File: src/hdl/chod_pkg.sv
// Shared types, constants and command/status structs for the online convex hull block.
// No dependencies; compiled first.
package chod_pkg;

  localparam int MAX_POINTS_DEF  = 63;
  localparam int DEQUE_DEPTH_DEF = 128;
  localparam int COORD_BITS_DEF  = 16;
  localparam int SEED_COUNT      = 3;

  // controller states
  typedef enum logic [4:0] {
    ST_IDLE, ST_DISPATCH,
    ST_SEED_MUL, ST_SEED_EV, ST_SEED_W0, ST_SEED_W1, ST_SEED_W2, ST_SEED_W3,
    ST_TB_RD, ST_TB_MUL, ST_TB_EV,
    ST_TT_RD, ST_TT_MUL, ST_TT_EV,
    ST_BP_RD, ST_BP_MUL, ST_BP_EV, ST_BP_WR,
    ST_TP_RD, ST_TP_MUL, ST_TP_EV, ST_TP_WR,
    ST_FIN, ST_OUT_RD, ST_OUT_SHOW
  } state_t;

  // deque read address selection
  typedef enum logic [1:0] {
    RD_BOT,   // bottom edge: b, nxt(b)
    RD_TOP,   // top edge: prv(t), t
    RD_OUT    // output walk pointer
  } rd_sel_t;

  // deque write selection
  typedef enum logic [1:0] {
    WR_AT_B,    // point at bottom index
    WR_AT_T,    // point at top index
    WR_SEED1,   // first seed slot of the triangle
    WR_SEED2    // second seed slot of the triangle
  } wr_sel_t;

  typedef struct packed {
    logic    ld_point;
    logic    seed_wr;
    logic    seed_latch;
    logic    rd_en;
    rd_sel_t rd_sel;
    logic    mul_en;
    logic    use_seed;
    logic    wr_en;
    wr_sel_t wr_sel;
    logic    init_idx;
    logic    b_inc;
    logic    b_dec;
    logic    t_inc;
    logic    t_dec;
    logic    cnt_inc;
    logic    ovf_set;
    logic    clear;
    logic    out_init;
    logic    out_next;
  } cmd_t;

  typedef struct packed {
    logic left_pos;
    logic cnt_full;
    logic cnt_lt2;
    logic cnt_eq2;
    logic cnt_gt3;
    logic b_meets_t;
    logic t_meets_b;
    logic out_last;
    logic final_flag;
  } status_t;

endpackage

File: src/hdl/chod_ctrl.sv
// Controller state machine sequencing seeding, edge tests, pops, pushes and output.
// Depends on chod_pkg for the state enum and command/status structs.
module chod_ctrl import chod_pkg::*; (
  input  logic    clk,
  input  logic    rst_n,
  input  logic    in_valid,
  input  logic    out_ready,
  input  status_t sts,
  output cmd_t    cmd,
  output logic    in_ready,
  output logic    out_valid
);

  state_t state_r, state_nxt;

  always_ff @(posedge clk) begin
    if (!rst_n) state_r <= ST_IDLE;
    else        state_r <= state_nxt;
  end

  // next state
  always_comb begin
    state_nxt = state_r;
    unique case (state_r)
      ST_IDLE:     if (in_valid) state_nxt = ST_DISPATCH;
      ST_DISPATCH: begin
        priority if (sts.cnt_full) state_nxt = ST_FIN;
        else if (sts.cnt_lt2)      state_nxt = ST_FIN;
        else if (sts.cnt_eq2)      state_nxt = ST_SEED_MUL;
        else                       state_nxt = ST_TB_RD;
      end
      ST_SEED_MUL: state_nxt = ST_SEED_EV;
      ST_SEED_EV:  state_nxt = ST_SEED_W0;
      ST_SEED_W0:  state_nxt = ST_SEED_W1;
      ST_SEED_W1:  state_nxt = ST_SEED_W2;
      ST_SEED_W2:  state_nxt = ST_SEED_W3;
      ST_SEED_W3:  state_nxt = ST_FIN;
      ST_TB_RD:    state_nxt = ST_TB_MUL;
      ST_TB_MUL:   state_nxt = ST_TB_EV;
      ST_TB_EV:    state_nxt = sts.left_pos ? ST_TT_RD : ST_BP_RD;
      ST_TT_RD:    state_nxt = ST_TT_MUL;
      ST_TT_MUL:   state_nxt = ST_TT_EV;
      ST_TT_EV:    state_nxt = sts.left_pos ? ST_FIN : ST_BP_RD;
      ST_BP_RD:    state_nxt = sts.b_meets_t ? ST_BP_WR : ST_BP_MUL;
      ST_BP_MUL:   state_nxt = ST_BP_EV;
      ST_BP_EV:    state_nxt = sts.left_pos ? ST_BP_WR : ST_BP_RD;
      ST_BP_WR:    state_nxt = ST_TP_RD;
      ST_TP_RD:    state_nxt = sts.t_meets_b ? ST_TP_WR : ST_TP_MUL;
      ST_TP_MUL:   state_nxt = ST_TP_EV;
      ST_TP_EV:    state_nxt = sts.left_pos ? ST_TP_WR : ST_TP_RD;
      ST_TP_WR:    state_nxt = ST_FIN;
      ST_FIN:      state_nxt = (sts.final_flag && sts.cnt_gt3) ? ST_OUT_RD : ST_IDLE;
      ST_OUT_RD:   state_nxt = ST_OUT_SHOW;
      ST_OUT_SHOW: begin
        if (out_ready) state_nxt = sts.out_last ? ST_IDLE : ST_OUT_RD;
      end
      default:     state_nxt = ST_IDLE;
    endcase
  end

  // outputs
  always_comb begin
    cmd       = '0;
    cmd.rd_sel = RD_BOT;
    cmd.wr_sel = WR_AT_B;
    in_ready  = 1'b0;
    out_valid = 1'b0;
    unique case (state_r)
      ST_IDLE: begin
        in_ready     = 1'b1;
        cmd.ld_point = in_valid;
      end
      ST_DISPATCH: begin
        priority if (sts.cnt_full) cmd.ovf_set = 1'b1;
        else if (sts.cnt_lt2) begin
          cmd.seed_wr = 1'b1;
          cmd.cnt_inc = 1'b1;
        end else cmd.cnt_inc = 1'b1;
      end
      ST_SEED_MUL: begin
        cmd.mul_en   = 1'b1;
        cmd.use_seed = 1'b1;
      end
      ST_SEED_EV: begin
        cmd.seed_latch = 1'b1;
        cmd.init_idx   = 1'b1;
      end
      ST_SEED_W0: begin cmd.wr_en = 1'b1; cmd.wr_sel = WR_AT_B;  end
      ST_SEED_W1: begin cmd.wr_en = 1'b1; cmd.wr_sel = WR_AT_T;  end
      ST_SEED_W2: begin cmd.wr_en = 1'b1; cmd.wr_sel = WR_SEED1; end
      ST_SEED_W3: begin cmd.wr_en = 1'b1; cmd.wr_sel = WR_SEED2; end
      ST_TB_RD:   begin cmd.rd_en = 1'b1; cmd.rd_sel = RD_BOT; end
      ST_TT_RD:   begin cmd.rd_en = 1'b1; cmd.rd_sel = RD_TOP; end
      ST_TB_MUL, ST_TT_MUL, ST_BP_MUL, ST_TP_MUL: cmd.mul_en = 1'b1;
      ST_BP_RD: begin
        if (sts.b_meets_t) cmd.b_dec = 1'b1;
        else begin
          cmd.rd_en  = 1'b1;
          cmd.rd_sel = RD_BOT;
        end
      end
      ST_BP_EV: begin
        if (sts.left_pos) cmd.b_dec = 1'b1;
        else              cmd.b_inc = 1'b1;
      end
      ST_BP_WR: begin cmd.wr_en = 1'b1; cmd.wr_sel = WR_AT_B; end
      ST_TP_RD: begin
        if (sts.t_meets_b) cmd.t_inc = 1'b1;
        else begin
          cmd.rd_en  = 1'b1;
          cmd.rd_sel = RD_TOP;
        end
      end
      ST_TP_EV: begin
        if (sts.left_pos) cmd.t_inc = 1'b1;
        else              cmd.t_dec = 1'b1;
      end
      ST_TP_WR: begin cmd.wr_en = 1'b1; cmd.wr_sel = WR_AT_T; end
      ST_FIN: begin
        if (sts.final_flag) begin
          if (sts.cnt_gt3) cmd.out_init = 1'b1;
          else             cmd.clear    = 1'b1;
        end
      end
      ST_OUT_RD: begin cmd.rd_en = 1'b1; cmd.rd_sel = RD_OUT; end
      ST_OUT_SHOW: begin
        out_valid = 1'b1;
        if (out_ready) begin
          if (sts.out_last) cmd.clear    = 1'b1;
          else              cmd.out_next = 1'b1;
        end
      end
      default: ;
    endcase
  end

endmodule

File: config.mk
export PLATFORM = sky130hd
export DESIGN_NAME = chod_ctrl
export DESIGN_NICKNAME = d
export VERILOG_FILES = /design/src/hdl/chod_pkg.sv /design/src/hdl/chod_ctrl.sv
export SDC_FILE = /design/constraint.sdc
export NUM_CORES = 1
export LEC_CHECK = 0
export ABC_CLOCK_PERIOD_IN_PS = 1900
export CAP_MARGIN = 10
export CORE_MARGIN = 8
export CORE_UTILIZATION = 45
export DETAILED_ROUTE_END_ITERATION = 10
export DONT_BUFFER_PORTS = 1
export GPL_TIMING_DRIVEN = 0
export HOLD_SLACK_MARGIN = 0.08
export SYNTH_ARGS = -nofsm -noshare
export SYNTH_HDL_FRONTEND = slang
export SYNTH_SLANG_ARGS = --single-unit
File: constraint.sdc
create_clock -name clk -period 1.9 [get_ports clk]
set_input_delay 0.095 -clock clk [delete_from_list [all_inputs] [get_ports clk]]
set_output_delay 0.095 -clock clk [all_outputs]
set_load 0.005 [all_outputs]
==> Word-level counts from Yosys, hierarchy flattened <==
Index checks and enable logic that the tools add are counted.
{ "totals": {"in_bits": 13, "out_inout_bits": 23, "regBits": 5, "wordCells": 82} }
{ "classes": {"n_mux": 48, "n_eq_ne": 26, "reduce_logical": 7} }
{ "ops": {"columns": ["cell", "count"], "rows": [
  ["one-hot mux 5 bit (24 select lines)", 1],
  ["== test 5 bit, second input constant", 9],
  ["two-way mux 5 bit", 9],
  ["== test 5 x 4 -> 1 bit, second input constant", 8],
  ["two-way mux 1 bit", 25],
  ["== test 5 x 3 -> 1 bit, second input constant", 4],
  ["two-way mux 3 bit", 5],
  ["one-hot mux 3 bit (5 select lines)", 1],
  ["one-hot mux 3 bit (4 select lines)", 1],
  ["== test 5 x 2 -> 1 bit, second input constant", 2],
  ["one-hot mux 1 bit (2 select lines)", 3],
  ["OR reduction 2 bit", 3],
  ["== test 5 x 1 -> 1 bit, second input constant", 1],
  ["zero test 5 bit", 1],
  ["OR reduction 5 bit", 1],
  ["two-way mux 2 bit", 2],
  ["two-way mux 4 bit", 1],
  ["inequality test 2 bit, second input constant", 2],
  ["AND reduction 2 bit", 1],
  ["logical AND 1 bit", 1]
]} }

==> Logic depth before layout (Yosys ltp) <==
Gate-level depths: netlist (run 1).
{ "logic_depth": {"depth_word": 4, "depth_mapped": 7, "ltp_nobuf": 5} }

==> Worst setup path after synthesis (run 1) <==
Ideal clock, no wire load.
{ "synth_path": {"kind": "flip-flop to flip-flop", "start": "register state_r[1]", "end": "register state_r[2]", "path_buffers": 1, "synth_period_minus_slack_ns": 1.457, "stages_incl_launch_ff": 7, "t_required_ns": 1.775, "arrival_time_ns": 1.332, "setup_ns": 0.125, "setup_slack_ns": 0.443, "path_cell_list": "dfxtp_1 > buf_6 > nor2b_4 > a22oi_2 > nor2_1 > a311o_1 > o41a_1"} }
{ "synth_between": {"elab_chain_cells": 3, "word_cells_on_any_way": 30, "classes_between": "eq/ne (26); mux (1); reduce/logical (3)"} }
{ "synth_lines": {"columns": ["element", "line", "source"], "rows": [
  ["start, declared", "chod_ctrl.sv:14", "state_t state_r, state_nxt;"],
  ["start signal, assigned", "chod_ctrl.sv:18", "else state_r <= state_nxt;"],
  ["== test 5 bit, or another cell as far along", "chod_ctrl.sv:24", "unique case (state_r)"],
  ["OR reduction 2 bit (no line) / inequality test 2 bit (equally long branches)", null, null],
  ["one-hot mux 5 bit (24 select lines) / AND reduction 2 bit (equally long branches)", null, null]
]} }
Several ways; a longest one is shown, not always the timed one.
A chain may end at the register's enable or synchronous reset.

==> impl_metrics.tcl, run 1 <==
set metrics [dict create \
    status "complete, no violations" \
    post_synth.cell_area_avg_um2 6.36 \
    ir_drop_mv 0.719 \
    place_ws_ns 0.239 \
    grt_pass1_wl_mm 4.64 \
    wl_per_cell_um 18.0 \
    fillers 192 \
    start_util_pct 48.5 \
    first_iter_violations 66 \
    synth_edf_count 0 \
    holdCritPathClass "primary input to flip-flop" \
    final_cell_area_um2 913 \
    cts_sinks 5 \
    wl_mm 2.93 \
    row_count 15 \
    ant_nets 0 \
    dr.pass1.iters 4 \
    cts_tree "yes" \
    whs_ns 0.151 \
    leakage_uw 0.000377 \
    synthesis.area_um2 846 \
    crit_type "flip-flop to output port" \
    largest_reg_flops 5 \
    clock_latency_ns 0.24 \
    regMostFlops "state_r" \
    tns_ns 0 \
    p_per_area_mw_per_mm2 1610 \
    grt_usage_pct 16.6 \
    cap_violations 0 \
    die_y_um 59.4 \
    grt_overflow_total 0 \
    final_nets 152 \
    syn_inst 133 \
    finalSetupViolCount 0 \
    tightestPinTransition_ns 0.348 \
    path_max_fanout 10 \
    clock_skew_ns 0.00515 \
    cp.required_ns 1.80 \
    synth_flop_cell "dfxtp_1" \
    dp_hpwl_mm 2.25 \
    final_cell_mix "nor2_1 (17), nand2_1 (14), nor3_1 (11), inv_1 (7), a21oi_1 (7)" \
    path_clk_slew_ns 0.04 \
    setup_ws_ns 0.139 \
    cts_buffers 3 \
    cts-root-buf "clkbuf_4" \
    core_area_mm2 0.00175 \
    drt-vias-per-instance 6.49 \
    rsz0062_at_grt "false" \
    worstPathArrival_ns 1.67 \
    htreeDepth 1 \
    antenna_cells 0 \
    antenna_found_initial 0 \
    crit_path_end_kind "output port" \
    grt_max_degree 11 \
    max_slew_margin_pct 76.7 \
    power_uw 1470 \
    place_area_um2 877 \
    grt_pass1_vias 971 \
    layout_commonest_cell "nor2_1" \
    async_flop_share_pct 0 \
    slew_violations 0 \
    ys_seq_area_share_pct 11.8 \
    io_buffers 0 \
    synth_fp_nets 146 \
    clock.fmax_mhz 568 \
    post-route-min-period_ns 1.76 \
    io_pins 36 \
    startpoint_type "flip-flop" \
    drive_above_1_share_pct 13.8 \
    hold_viol_final 0 \
    top_regs "state_r x5" \
    min_period_over_period_pct 92.7 \
    ys_types 40 \
    place.gp.congestion 0.932 \
    cts_buffer_depth 2 \
    area_growth_pct 7.99 \
    drc 0 \
    die_w_um 59.4 \
    via_count 1058 \
    ys_ff_latch 5 \
    ys_warn_count 0 \
    die_area_mm2 0.00352 \
]
[cell type report]
cell class / count / area, µm² / share of cell area (%)
Tap cell: 25 / 31.3 / 3.42
Sequential cell: 5 / 100 / 11.0
Timing Repair Buffer: 1 / 10.0 / 1.10
Buffer: 11 / 75.1 / 8.22
Clock buffer: 4 / 26.3 / 2.88
Inverter: 7 / 26.3 / 2.88
Multi-Input combinational cell: 110 / 644 / 70.5
[final timing paths]
| check | start | to | slack (ns) | cells after the start |
|---|---|---|---|---|
| setup reg to reg | state_r[3] | state_r[1] | 0.24 | 5 |
| hold / removal | sts[8] | state_r[0] | 0.15 | 2 |
| setup / recovery | state_r[3] | cmd[17] | 0.14 | 5 |
| hold reg to reg | state_r[0] | state_r[2] | 0.89 | 4 |
[routing by layer]
metal,wire length (µm),up-vias,GRT usage (%)
li1,-,493,-
met1,1200,492,21.1
met2,1330,71,24.8
met3,399,2,7.38
met4,4,0,3.75
met5,0,-,0
[through the flow]
stage               instances  util, %
detailed placement        158     50.3
floorplan                 133        -
CTS                       163     52.3
finish                    163     52.3
global placement          158     50.3
global route              163     52.3
[worst max-delay path, cell delays in order (launching register included)]
cell and delay [ns]:
dfxtp_1 0.34, buf_4 0.18, buf_2 0.23, buf_2 0.26, nor3_1 0.12, a211o_1 0.30
[cell usage after synthesis, types with 2 or more instances]
master	count	area share [%]
o21ai_0	5	3.0
nor2_1	17	7.5
nor3_1	11	6.5
nand4_1	2	1.5
inv_1	7	3.1
o22ai_1	6	4.4
dfxtp_1	5	12
nand2_1	14	6.2
nor4_1	2	1.5
o21ai_1	3	1.8
a31oi_1	3	2.2
buf_4	3	2.7
o41a_1	2	2.7
a21oi_1	7	4.1
nand3_1	4	2.4
buf_2	6	3.6
nor2b_1	4	3.0
buf_6	2	2.7
nand2b_1	4	3.0
and2_1	3	2.2
and3_1	4	3.0
[report_power, final]
| group | total [µW] | switching, µW | leakage [µW] | internal [µW] |
|---|---|---|---|---|
| clock network | 124 | 44.3 | 0.0000150 | 79.4 |
| logic | 1150 | 714 | 0.000321 | 441 |
| registers | 192 | 38.9 | 0.0000410 | 153 |
| total | 1470 | 797 | 0.000377 | 673 |
[timing repair]
action                    in CTS  in global routing
gates resized for setup        0                  0
hold endpoints to repair       2                  0
hold buffers                   1                  0
setup buffers                  0                  0
[cells by family after synthesis]
kind of cell | after synthesis | synth area share (%)
DFF | 5 | 11.8
muxes | 1 | 1.33
and+or+nand+nor | 70 | 43.0
adders and majority gates | 1 | 1.18
AOI/OAI and AO/OA | 38 | 30.6
buffers and inverters | 18 | 12.0
Power figures use the tool's default switching activity.
==> run 2: changes to the inputs <==
- PLACE_DENSITY: default -> 0.66
==> run 2 against run 1 <==
Effect of this change: combinational power hardly changed; register-to-register slack worse by 0.02 ns; core utilization unchanged; global-route usage shrank 0.25 points; sequential power about the same; via count decreased by 2.8%; clock-buffer cell count is the same; wire length down 1.0%; cell count unchanged; non-clock buffer count is the same; highest routed layer unchanged.
==> impl_metrics.tcl, run 2 (synthesis gave the netlist of run 1 again) <==
set metrics [dict create \
    status "complete, no violations" \
    cp_top_family "buffers and inverters" \
    startpoint_type "flip-flop" \
    holdCritPathClass "primary input to flip-flop" \
    cts_resized 0 \
    cts_sinks 5 \
    worst_path_max_delay_cell "dfxtp_1" \
    dr.pass1.iters 4 \
    layout_commonest_cell "nor2_1" \
    post-route-min-period_ns 1.78 \
    grt_overflow_total 0 \
    power.switching_uw 799 \
    hold_viol_final 0 \
    cp_num_buf_inv 3 \
    seqPwrFrac_pct 13.2 \
    cts_tree "yes" \
    clock_skew_ns 0.00455 \
    io_pins 36 \
    min_period_over_period_pct 93.6 \
    cp.required_ns 1.80 \
    grt_use_met1_pct 21.6 \
    place.gp.congestion 0.955 \
    path_cells "buf_4, buf_2, buf_2, nor3_1, a211o_1" \
    cts_buffer_depth 2 \
    antenna_cells 0 \
    first_iter_violations 83 \
    met3_usage_pct 5.21 \
    tightestPinTransition_ns 0.382 \
    finalSetupViolCount 0 \
    via_count 1028 \
    grt_most_used_layer "met2" \
    final_cell_mix "nor2_1 (17), nand2_1 (14), nor3_1 (11), inv_1 (7), a21oi_1 (7)" \
    ir_drop_mv 0.757 \
    wl_mm 2.90 \
    top_regs "state_r x5" \
    die_y_um 59.4 \
    largest_reg_flops 5 \
    clockPowerShare_pct 8.4 \
    start_util_pct 48.5 \
    final_cell_area_um2 913 \
    path_clk_slew_ns 0.05 \
    p_comb_share_pct 78.4 \
    p_int_uw 673 \
    cts_buffers 3 \
    ant_nets 0 \
    regMostFlops "state_r" \
    drive_above_1_share_pct 13.8 \
    die_area_mm2 0.00352 \
    htreeDepth 1 \
    grt_pass1_vias 998 \
    worstPathArrival_ns 1.68 \
    cpMostUsedCell "buf_2" \
    clock.fmax_mhz 562 \
    area_growth_pct 7.99 \
    leakage_uw 0.000377 \
    clock_latency_ns 0.24 \
    grt_usage_pct 16.4 \
    crit_path_end_kind "output port" \
    path_max_fanout 10 \
    row_count 15 \
    dp_hpwl_mm 2.29 \
    antenna_found_initial 0 \
    cts-root-buf "clkbuf_4" \
    grt_pass1_wl_mm 4.61 \
    cpPeakStageDelay_ns 0.35 \
    core_area_mm2 0.00175 \
    grt_max_degree 11 \
    drt-vias-per-instance 6.31 \
    met2_usage_pct 24.5 \
    io_buffers 0 \
    cap_violations 0 \
    die_w_um 59.4 \
    final_nets 152 \
    slew_violations 0 \
    p_per_area_mw_per_mm2 1610 \
    fillers 180 \
    max_slew_margin_pct 74.5 \
    place_area_um2 877 \
    swShare_pct 54.3 \
    rsz0062_at_grt "false" \
    crit_type "flip-flop to output port" \
    tns_ns 0 \
    drc 0 \
    wl_per_cell_um 17.8 \
]
==> run 2: path summary, 6_finish.rpt <==
check | from | to | slack, ns | depth (start not counted)
worst max-delay path | state_r[3] | cmd[17] | 0.12 | 5
worst min-delay path | in_valid | state_r[4] | 0.16 | 2
worst max register to register | state_r[3] | state_r[1] | 0.22 | 6
worst min register to register | state_r[4] | state_r[4] | 0.90 | 4
==> run 2: metal layers <==
layer	routed length [µm]	vias to the layer above
met4	17	0
met3	401	2
met2	1330	69
li1	-	498
met1	1150	459
met5	0	-
==> run 2: power groups by stage <==
stage               clock network (µW)  registers [µW]  logic [µW]
floorplan                            0             183         906
global placement                     0             192        1120
detailed placement                   0             194        1130
CTS                                127             192        1140
global route                       132             196        1260
finish                             124             194        1150
==> run 2: metrics by stage <==
| stage | total power [µW] | util (%) | hold WS (ns) | instances | setup WS (ns) |
|---|---|---|---|---|---|
| after global placement | 1310 | 50.3 | 0.231 | 158 | 0.266 |
| after CTS | 1460 | 52.3 | 0.144 | 163 | 0.121 |
| after detailed placement | 1330 | 50.3 | 0.230 | 158 | 0.276 |
| after global routing | 1580 | 52.3 | 0.140 | 163 | 0.0405 |
| after floorplan | 1090 | - | 0.221 | 133 | 0.443 |
| final | 1470 | 52.3 | 0.160 | 163 | 0.121 |
==> run 2: what timing repair did <==
item,CTS,global route
hold buffers,1,0
setup buffers,0,0
endpoints found under the hold margin,2,0
==> run 2: layout make-up <==
type | instances | area, µm² | share of cell area, %
Tap cell | 25 | 31.3 | 3.42
Sequential cell | 5 | 100 | 11.0
Timing Repair Buffer | 1 | 10.0 | 1.10
Clock buffer | 4 | 26.3 | 2.88
Buffer | 11 | 75.1 | 8.22
Multi-Input combinational cell | 110 | 644 | 70.5
Inverter | 7 | 26.3 | 2.88
